==> config.mk <==
export PLATFORM = sky130hd
export DESIGN_NAME = triggered_sample_capture_core
export DESIGN_NICKNAME = d
export VERILOG_FILES = /design/src/rtl/core/tsc_pkg.sv /design/src/rtl/core/tsc_step.sv /design/src/rtl/core/triggered_sample_capture_core.sv
export SDC_FILE = /design/constraint.sdc
export NUM_CORES = 1
export LEC_CHECK = 0
export ABC_AREA = 1
export BUFFER_PORTS_ARGS = -buffer_cell sky130_fd_sc_hd__buf_4
export CAP_MARGIN = 25
export CORE_MARGIN = 1
export CORE_UTILIZATION = 40
export CTS_CLUSTER_DIAMETER = 60
export DETAILED_ROUTE_END_ITERATION = 7
export PLACE_DENSITY_LB_ADDON = 0.3
export SLEW_MARGIN = 40
export SYNTH_ARGS = -nofsm -noshare
export SYNTH_HDL_FRONTEND = slang
export SYNTH_SLANG_ARGS = --single-unit
==> constraint.sdc <==
create_clock -name clk -period 2.72 [get_ports clk]
set_input_delay 0.544 -clock clk [delete_from_list [all_inputs] [get_ports clk]]
set_output_delay 0.544 -clock clk [all_outputs]
set_load 0.01 [all_outputs]
==> src/rtl/core/tsc_pkg.sv <==
// ----------------------------------------------------------------------------
// tsc_pkg
// Shared types and codes for the triggered sample capture core.
// ----------------------------------------------------------------------------
package tsc_pkg;

  localparam int SAMPLE_W = 8;
  localparam int GAP_W    = 16;
  localparam int COUNT_W  = 8;
  localparam int CFG_W    = 16;

  // request kinds, carried on in_tuser
  typedef enum logic [1:0] {
    KIND_SAMPLE     = 2'd0,
    KIND_START      = 2'd1,
    KIND_START_SEND = 2'd2,
    KIND_STOP       = 2'd3
  } kind_t;

  // configuration register indexes
  typedef enum logic [0:0] {
    CFG_TRIG_LEVEL = 1'b0,
    CFG_SAMPLE_GAP = 1'b1
  } cfg_idx_t;

  localparam logic [SAMPLE_W-1:0] TRIG_LEVEL_RST = 8'd128;
  localparam logic [GAP_W-1:0]    SAMPLE_GAP_RST = 16'd0;

  typedef struct packed {
    logic               running;
    logic               send_ready;
    logic               armed;
    logic               capturing;
    logic               sending_now;
    logic [COUNT_W-1:0] captured_count;
    logic [GAP_W-1:0]   skip_count;
  } tsc_state_t;

  typedef struct packed {
    logic [SAMPLE_W-1:0] data;
    logic                last;
    logic                sent;
  } tsc_result_t;

endpackage

==> src/rtl/core/tsc_step.sv <==
// ----------------------------------------------------------------------------
// tsc_step
// Trigger and capture decision for one request: next state and optional result.
// ----------------------------------------------------------------------------
module tsc_step import tsc_pkg::*; #(
  parameter int CAPTURE_LEN = 200
) (
  input  tsc_state_t          st,
  input  logic [SAMPLE_W-1:0] trig_level,
  input  logic [GAP_W-1:0]    sample_gap,
  input  kind_t               kind,
  input  logic [SAMPLE_W-1:0] sample,
  output tsc_state_t          st_nxt,
  output logic                res_valid,
  output tsc_result_t         res
);

  localparam logic [COUNT_W-1:0] LEN = COUNT_W'(CAPTURE_LEN);

  logic [GAP_W-1:0]   skip_dec;
  logic [COUNT_W-1:0] cnt_inc;
  logic               is_final;

  assign skip_dec = st.skip_count - GAP_W'(1);
  assign cnt_inc  = st.captured_count + COUNT_W'(1);
  assign is_final = (cnt_inc >= LEN);

  always_comb begin
    st_nxt    = st;
    res_valid = 1'b0;
    res       = '0;
    unique case (kind)
      KIND_START, KIND_START_SEND: begin
        st_nxt.running = 1'b1;
        st_nxt.armed   = 1'b0;
        if (kind == KIND_START_SEND) begin
          st_nxt.send_ready = 1'b1;
        end
      end
      KIND_STOP: begin
        st_nxt.running = 1'b0;
        st_nxt.armed   = 1'b0;
      end
      default: begin
        if (st.capturing) begin
          if (st.skip_count != '0) begin
            st_nxt.skip_count = skip_dec;
            if (skip_dec == '0 && st.captured_count >= LEN) begin
              st_nxt.capturing      = 1'b0;
              st_nxt.sending_now    = 1'b0;
              st_nxt.captured_count = '0;
            end
          end else begin
            st_nxt.captured_count = cnt_inc;
            st_nxt.skip_count     = sample_gap;
            // end now when no trailing skips follow the final sample
            if (is_final && sample_gap == '0) begin
              st_nxt.capturing      = 1'b0;
              st_nxt.sending_now    = 1'b0;
              st_nxt.captured_count = '0;
              st_nxt.skip_count     = '0;
            end
            if (st.sending_now) begin
              res_valid = 1'b1;
              res.data  = sample;
              res.last  = is_final;
              res.sent  = 1'b1;
            end else if (is_final) begin
              res_valid = 1'b1;
              res.last  = 1'b1;
            end
          end
        end else if (st.running) begin
          if (!st.armed) begin
            if (sample < trig_level) begin
              st_nxt.armed = 1'b1;
            end
          end else if (sample > trig_level) begin
            st_nxt.armed          = 1'b0;
            st_nxt.capturing      = 1'b1;
            st_nxt.sending_now    = st.send_ready;
            st_nxt.send_ready     = 1'b0;
            st_nxt.captured_count = '0;
            st_nxt.skip_count     = '0;
          end else if (sample == trig_level) begin
            st_nxt.armed = 1'b0;
          end
        end
      end
    endcase
  end

endmodule

==> src/rtl/core/triggered_sample_capture_core.sv <==
// ----------------------------------------------------------------------------
// triggered_sample_capture_core
// Rising-edge trigger on an 8-bit sample stream with gapped capture output.
// ----------------------------------------------------------------------------
// A request waits in the input register; its result goes to the output register.
// Throughput: one request per cycle; the input register drains whenever the
//   request makes no result or the output register is free or being taken.
// Reset (rst_n low, synchronous): both registers empty, trigger level 128,
//   gap 0, stopped, send enabled, no capture in progress.
module triggered_sample_capture_core import tsc_pkg::*; #(
  parameter int CAPTURE_LEN = 200
) (
  input  logic                clk,
  input  logic                rst_n,
  input  logic                in_tvalid,
  output logic                in_tready,
  input  logic [7:0]          in_tdata,   // [7:0] sample
  input  logic [1:0]          in_tuser,   // [1:0] kind
  output logic                out_tvalid,
  input  logic                out_tready,
  output logic [7:0]          out_tdata,  // [7:0] data
  output logic                out_tlast,
  output logic                out_tuser,  // [0] sent
  input  logic                cfg_we,
  input  logic [0:0]          cfg_idx,
  input  logic [CFG_W-1:0]    cfg_wdata
);

  logic                in_valid_r;
  kind_t               in_kind_r;
  logic [SAMPLE_W-1:0] in_sample_r;

  logic [SAMPLE_W-1:0] trig_level_r;
  logic [GAP_W-1:0]    sample_gap_r;

  tsc_state_t          st_r;
  tsc_state_t          st_nxt;
  logic                res_valid;
  tsc_result_t         res;

  logic                out_valid_r;
  tsc_result_t         out_res_r;

  logic                advance;

  tsc_step #(
    .CAPTURE_LEN (CAPTURE_LEN)
  ) u_step (
    .st         (st_r),
    .trig_level (trig_level_r),
    .sample_gap (sample_gap_r),
    .kind       (in_kind_r),
    .sample     (in_sample_r),
    .st_nxt     (st_nxt),
    .res_valid  (res_valid),
    .res        (res)
  );

  // hold a request only while its result has nowhere to go
  assign advance   = in_valid_r && (!res_valid || !out_valid_r || out_tready);
  assign in_tready = !in_valid_r || advance;

  always_ff @(posedge clk) begin
    if (!rst_n) begin
      in_valid_r   <= 1'b0;
      trig_level_r <= TRIG_LEVEL_RST;
      sample_gap_r <= SAMPLE_GAP_RST;
      st_r         <= '{running: 1'b0, send_ready: 1'b1, armed: 1'b0,
                        capturing: 1'b0, sending_now: 1'b0,
                        captured_count: '0, skip_count: '0};
      out_valid_r  <= 1'b0;
    end else begin
      if (in_tready) begin
        in_valid_r <= in_tvalid;
      end
      if (advance) begin
        st_r <= st_nxt;
      end
      if (advance && res_valid) begin
        out_valid_r <= 1'b1;
      end else if (out_tready) begin
        out_valid_r <= 1'b0;
      end
      if (cfg_we) begin
        unique case (cfg_idx_t'(cfg_idx))
          CFG_TRIG_LEVEL: trig_level_r <= cfg_wdata[SAMPLE_W-1:0];
          CFG_SAMPLE_GAP: sample_gap_r <= cfg_wdata[GAP_W-1:0];
          default:        ;
        endcase
      end
    end
  end

  always_ff @(posedge clk) begin
    if (in_tready && in_tvalid) begin
      in_kind_r   <= kind_t'(in_tuser);
      in_sample_r <= in_tdata;
    end
    if (advance && res_valid) begin
      out_res_r <= res;
    end
  end

  assign out_tvalid = out_valid_r;
  assign out_tdata  = out_res_r.data;
  assign out_tlast  = out_res_r.last;
  assign out_tuser  = out_res_r.sent;

endmodule
==> flow_summary.ini, run 1 <==
[sta]
setup_slack_ps = 191
fin_crit_sh = 0.930
layout_min_cycle_time_ps = 2530
worst_pin_slew_ps = 435
finalSetupViolCount = 0
hold_violations = 0
fmax_mhz = 395
slew_violations = 0
maxSlewHeadroom = 0.709
setup_tns_ps = 0
rsz0062_at_grt = false
skew_ps = 8.05

[placement]
gp_congestion = 0.875
hpwlAfterDp_mm = 6.73
dpl.cell_count = 704
numPortBuffers = 43
place_ws_ps = 409

[grt]
grt_pass1_vias = 3295
grt_pass1_wl_mm = 14.8
grt_overflow = 0
grt_max_degree = 49
antenna_found_initial = 0
track_usage = 0.184

[routing]
via_per_inst = 4.90
drt-initial-drc-count = 174
routed_wl_mm = 8.83
postRouteAntennaNets = 0
firstDrtPassIters = 4
num_vias = 3532
wl_per_cell_um = 12.2
drc = 0

[yosys]
yosys-top-cells-count = 96 x nand2_1, 81 x nor2_1, 72 x inv_1, 55 x dfxtp_1
syn_inst = 542
async_flop_share = 0
synth.area.mux_share = 0
synth_compound_area_frac = 0.153
synth_edf_count = 20
synth-simple-area-share = 0.272
yosys_warnings = 0
synth_top_area_cell = dfxtp_1
synth_top_family_by_area = simple AND/OR/NAND/NOR gates
synth_top_cell_area_share = 0.274
synthAdderAreaFrac = 0.0529
yosysMostFrequentCell = nand2_1
ys_seq_area_frac = 0.423
synth-seq-cells = 75
synth.net_count = 591
synth_ff_type = dfxtp_1
ys_types = 35
synth-xor-area-share = 0.00871
postSynthAreaPerCell_sq_um = 7.42
synthesis.area_sq_um = 4020
synth_area_leaders = dfxtp_1 27%, edfxtp_1 15%, nand2_1 9.0%

[cts]
cts-root-buf = clkbuf_8
worstSkewPairLatency_ps = 360
cts_buffers = 9
clk_pin_slew_ps = 80
cts_sinks = 75
cts_tree = done
hold_buffers = 0
cts_buffer_depth = 2
htree_levels = 3

[critical_path]
start_kind = flop
path_class = reg2out
worst-endpoint-arrival_ps = 1980
setup.worst_path.end_class = primary output
critPathMaxFanout = 7
critPathRequiredTime_ps = 2180

[floorplan]
die_h_um = 102
core_area_sq_um = 9770
start_util = 0.411
die-width_um = 102
rows = 36
io_pins = 44
fp.dieArea_sq_um = 10500

[min_path]
min_path_type = in2reg

[run]
drv_cap = 0

[layout]
antenna_cells = 0
fin_cells = 721
drive_above_1_share = 0.155
syn2layout_area_growth_pct = 15.9
finalCoreUtilization = 0.477
layout.nets = 632

[power]
p_leak_uw = 0.00205
ir_drop_uv = 397
powerDensity_nw_per_um2 = 488
p_total_uw = 2280

[run_status]
outcome = finished, final reports clean
## report_power, final
part / internal, uW / switching [uW] / total (uW)
clock: 449 / 430 / 879
sequential: 1180 / 19.5 / 1200
combinational: 81.4 / 117 / 198
## final timing paths
check / slack [ps] / end / cells past startpoint / start
max: 190 / in_tready / 8 / st_r[0]$_SDFFE_PN0P_
max reg2reg: 450 / st_r[18]$_SDFFE_PN0P_ / 12 / in_sample_r[7]$_DFFE_PP_
min reg2reg: 460 / st_r[27]$_SDFFE_PN1P_ / 2 / st_r[27]$_SDFFE_PN1P_
min: 350 / in_kind_r[0]$_DFFE_PP_ / 1 / in_tuser[0]
## cell usage in the layout (no fill, tap or decap), types with 3 or more instances in the layout
cell type,count
a21oi_1,50
a22oi_1,6
buf_4,45
clkbuf_8,10
dfxtp_1,53
edfxtp_1,20
ha_1,15
inv_1,72
inv_2,4
nand2_1,95
nand2_2,5
nand2_4,3
nand3_1,21
nand3b_1,3
nand4_1,10
nor2_1,81
nor2_2,7
nor3_1,3
o211ai_1,3
o21ai_0,50
o21ai_1,5
xnor2_1,3
## flip-flops by register name, indices dropped and copies added (netlist names)
register / cells
in_sample_r: 8
in_valid_r: 1
out_tvalid: 1
out_tlast: 1
out_tuser: 1
sample_gap_r: 16
out_tdata: 8
trig_level_r: 8
in_kind_r: 2
st_r: 29
## metal layers
layer / global-route usage / vias up / part of all wire
li1: - / 1842 / -
met1: 0.242 / 1616 / 0.47
met2: 0.302 / 64 / 0.48
met3: 0.0212 / 10 / 0.036
met4: 0.0879 / 0 / 0.012
met5: 0 / - / 0
## critical path: stages, from the launching register on
cell,delay (ps)
dfxtp_1,330
inv_1,140
ha_2,250
nand2_4,100
nor2_8,150
nand4_4,160
nor2_1,170
nand4_1,150
buf_4,180
## layout make-up
cell class / count / area, sq um
flip-flops and latches: 75 / 1700
multi-input cells: 376 / 1960
clock buffers: 10 / 138
repair buffers: 45 / 338
well taps: 133 / 166
inverters: 76 / 285
fillers: 989 / 5110
clock inverters: 6 / 63.8
## cell families after synthesis
| group | Yosys count |
|---|---|
| buffers and inverters | 91 |
| DFF | 75 |
| AOI/OAI and AO/OA | 117 |
| xor gates and xnor gates | 4 |
| and+or+nand+nor | 238 |
| adders and majority gates | 17 |
## stage by stage
stage | hold slack (ps) | area (sq um)
6_report | 353 | 4660
5_1_grt | 351 | 4660
4_1_cts | 344 | 4640
3_5_place_dp | 445 | 4440
3_3_place_gp | 445 | 4440
2_1_floorplan | 429 | 4020
## timing repair
item / 4_1_cts / 5_1_grt
endpoints found under the setup margin: 0 / 1
buffers inserted: 0 / 1
resized for setup: 0 / 4
No activity file was read; power rests on OpenSTA's default activity.
==> run 2: changes to the inputs <==
- clock period: 2.72 -> 2.24 ns (I/O delays scaled with it)
==> flow_summary.ini, run 2 (synthesis gave the netlist of run 1 again) <==
[critical_path]
critPathLaunch = st_r[2]$_SDFFE_PN0P_
critical_path_depth = 7
path_class = reg2out
start_kind = flop
reg2reg_depth = 16
worst-r2r-setup-slack_ps = 80
worst-endpoint-arrival_ps = 1780
slowest_stage = dfxtp_1
slowest_delay_ps = 370
cp.buffers_inverters = 1
setup.worst_path.end_class = primary output
critical-path-top-delay-family = simple AND/OR/NAND/NOR gates
r2r-end = st_r[20]$_SDFFE_PN0P_
crit_chain = nor2_2, nand2_4, nor2_8, nand4_4, nor2_4, nand4_1, buf_4
critPathMaxFanout = 6
critPathRequiredTime_ps = 1790
worstReg2RegStart = st_r[16]$_SDFFE_PN0P_
critPathCapture = in_tready

[cts]
cts_buffer_depth = 2
clk_pin_slew_ps = 90
cts_sinks = 75
cts-root-buf = clkbuf_8
htree_levels = 3
cts_buffers = 9
cts_tree = done
worstSkewPairLatency_ps = 360
hold_buffers = 0

[layout]
layout_commonest_cell = nand2_1
drive_above_1_share = 0.239
top_regs = st_r: 29 flops, sample_gap_r: 16 flops
syn2layout_area_growth_pct = 27.1
largest_register = st_r
fin_cells = 745
final_cell_mix = 89 x nand2_1, 73 x nor2_1, 67 x inv_1, 64 x buf_4, 50 x a21oi_1
largest_register_ff_count = 29
antenna_cells = 0
finalInstanceArea_sq_um = 5110
layout.nets = 656

[run]
drv_cap = 0

[routing]
via_per_inst = 4.95
routed_wl_mm = 9.86
wl_per_cell_um = 13.2
postRouteAntennaNets = 0
firstDrtPassIters = 5
drt-initial-drc-count = 238
num_vias = 3689
drc = 0

[sta]
layout_min_cycle_time_ps = 2230
hold_violations = 0
finalSetupViolCount = 0
whs_ps = 260
skew_ps = 15.7
worst_pin_slew_ps = 753
maxSlewHeadroom = 0.496
rsz0062_at_grt = true
fmax_mhz = 449
fin_crit_sh = 0.995
setup_tns_ps = 0
setup_slack_ps = 11.3
slew_violations = 0

[placement]
numPortBuffers = 43
place_ws_ps = -24.9
place_area_sq_um = 4510
gp_congestion = 0.878
hpwlAfterDp_mm = 6.91
dpl.cell_count = 711

[grt]
grtUsageMet3 = 0.0390
use_met2 = 0.322
track_usage = 0.192
grt_pass1_vias = 3364
grt_pass1_wl_mm = 15.5
grt_max_degree = 35
antenna_found_initial = 0
grt-busiest-layer = met2
grt_overflow = 0
use_met1 = 0.240

[run_status]
outcome = finished, final reports clean

[power]
p_leak_uw = 0.00222
powerDensity_nw_per_um2 = 610
ir_drop_uv = 590

[min_path]
min_path_type = in2reg

[floorplan]
core_area_sq_um = 9770
fp.dieArea_sq_um = 10500
start_util = 0.411
die-width_um = 102
io_pins = 44
die_h_um = 102
rows = 36
## run 2: cell count changes in the layout (fill, tap and decap cells not counted), moves of 3 or more
cell | before | now
inv_2 | 4 | 8
buf_4 | 45 | 64
nand2_2 | 5 | 11
dfxtp_1 | 53 | 48
inv_1 | 72 | 67
nor2_4 | 1 | 7
nand2_1 | 95 | 89
nand3_1 | 21 | 18
nor2_1 | 81 | 73
dfxtp_4 | 0 | 3
bufinv_16 | 1 | 4
## run 2: final cells by class
| cell class | instances | area (sq um) |
|---|---|---|
| fill | 894 | 4660 |
| multi-input combinational | 376 | 2090 |
| sequential | 75 | 1720 |
| timing repair buffer | 69 | 582 |
| inverter | 76 | 289 |
| tap | 133 | 166 |
| clock inverter | 7 | 146 |
| clock buffer | 9 | 124 |
## run 2: repair_timing
action / 4_1_cts / 5_1_grt
setup buffers: 7 / 9
cloned: 0 / 2
gates resized for setup: 21 / 29
pin swaps: 11 / 13
endpoints found under the setup margin: 11 / 42
## run 2: metrics by stage
stage                     total power [uW]  utilization
after floorplan                       1630            -
after global placement                1720        0.461
after detailed placement              1730        0.461
after CTS                             3130        0.501
after global routing                  3240        0.523
final                                 3120        0.523
## run 2: worst min path at each step
stage                                 start                      endpoint  slack [ps]  cells after the start
6_report                        in_tdata[0]      in_sample_r[0]$_DFFE_PP_         260                      1
5_1_grt                         in_tdata[5]      in_sample_r[5]$_DFFE_PP_         240                      1
4_1_cts                         in_tdata[5]      in_sample_r[5]$_DFFE_PP_         250                      1
3_5_place_dp   trig_level_r[6]$_SDFFE_PN0P_  trig_level_r[6]$_SDFFE_PN0P_         450                      2
3_3_place_gp   trig_level_r[6]$_SDFFE_PN0P_  trig_level_r[6]$_SDFFE_PN0P_         450                      2
2_1_floorplan         st_r[27]$_SDFFE_PN1P_         st_r[27]$_SDFFE_PN1P_         430                      2
## run 2: routing by layer
layer,wire [um],vias up
met1,4320,1677
met3,468,18
met2,4890,100
met5,0,-
li1,-,1894
met4,187,0
## run 2: where the power goes
| group | total, uW | internal, uW | leakage, uW | switching [uW] |
|---|---|---|---|---|
| logic | 254 | 105 | 0.00147 | 149 |
| registers | 1450 | 1430 | 0.000623 | 22.9 |
| clock network | 1420 | 863 | 0.000134 | 553 |
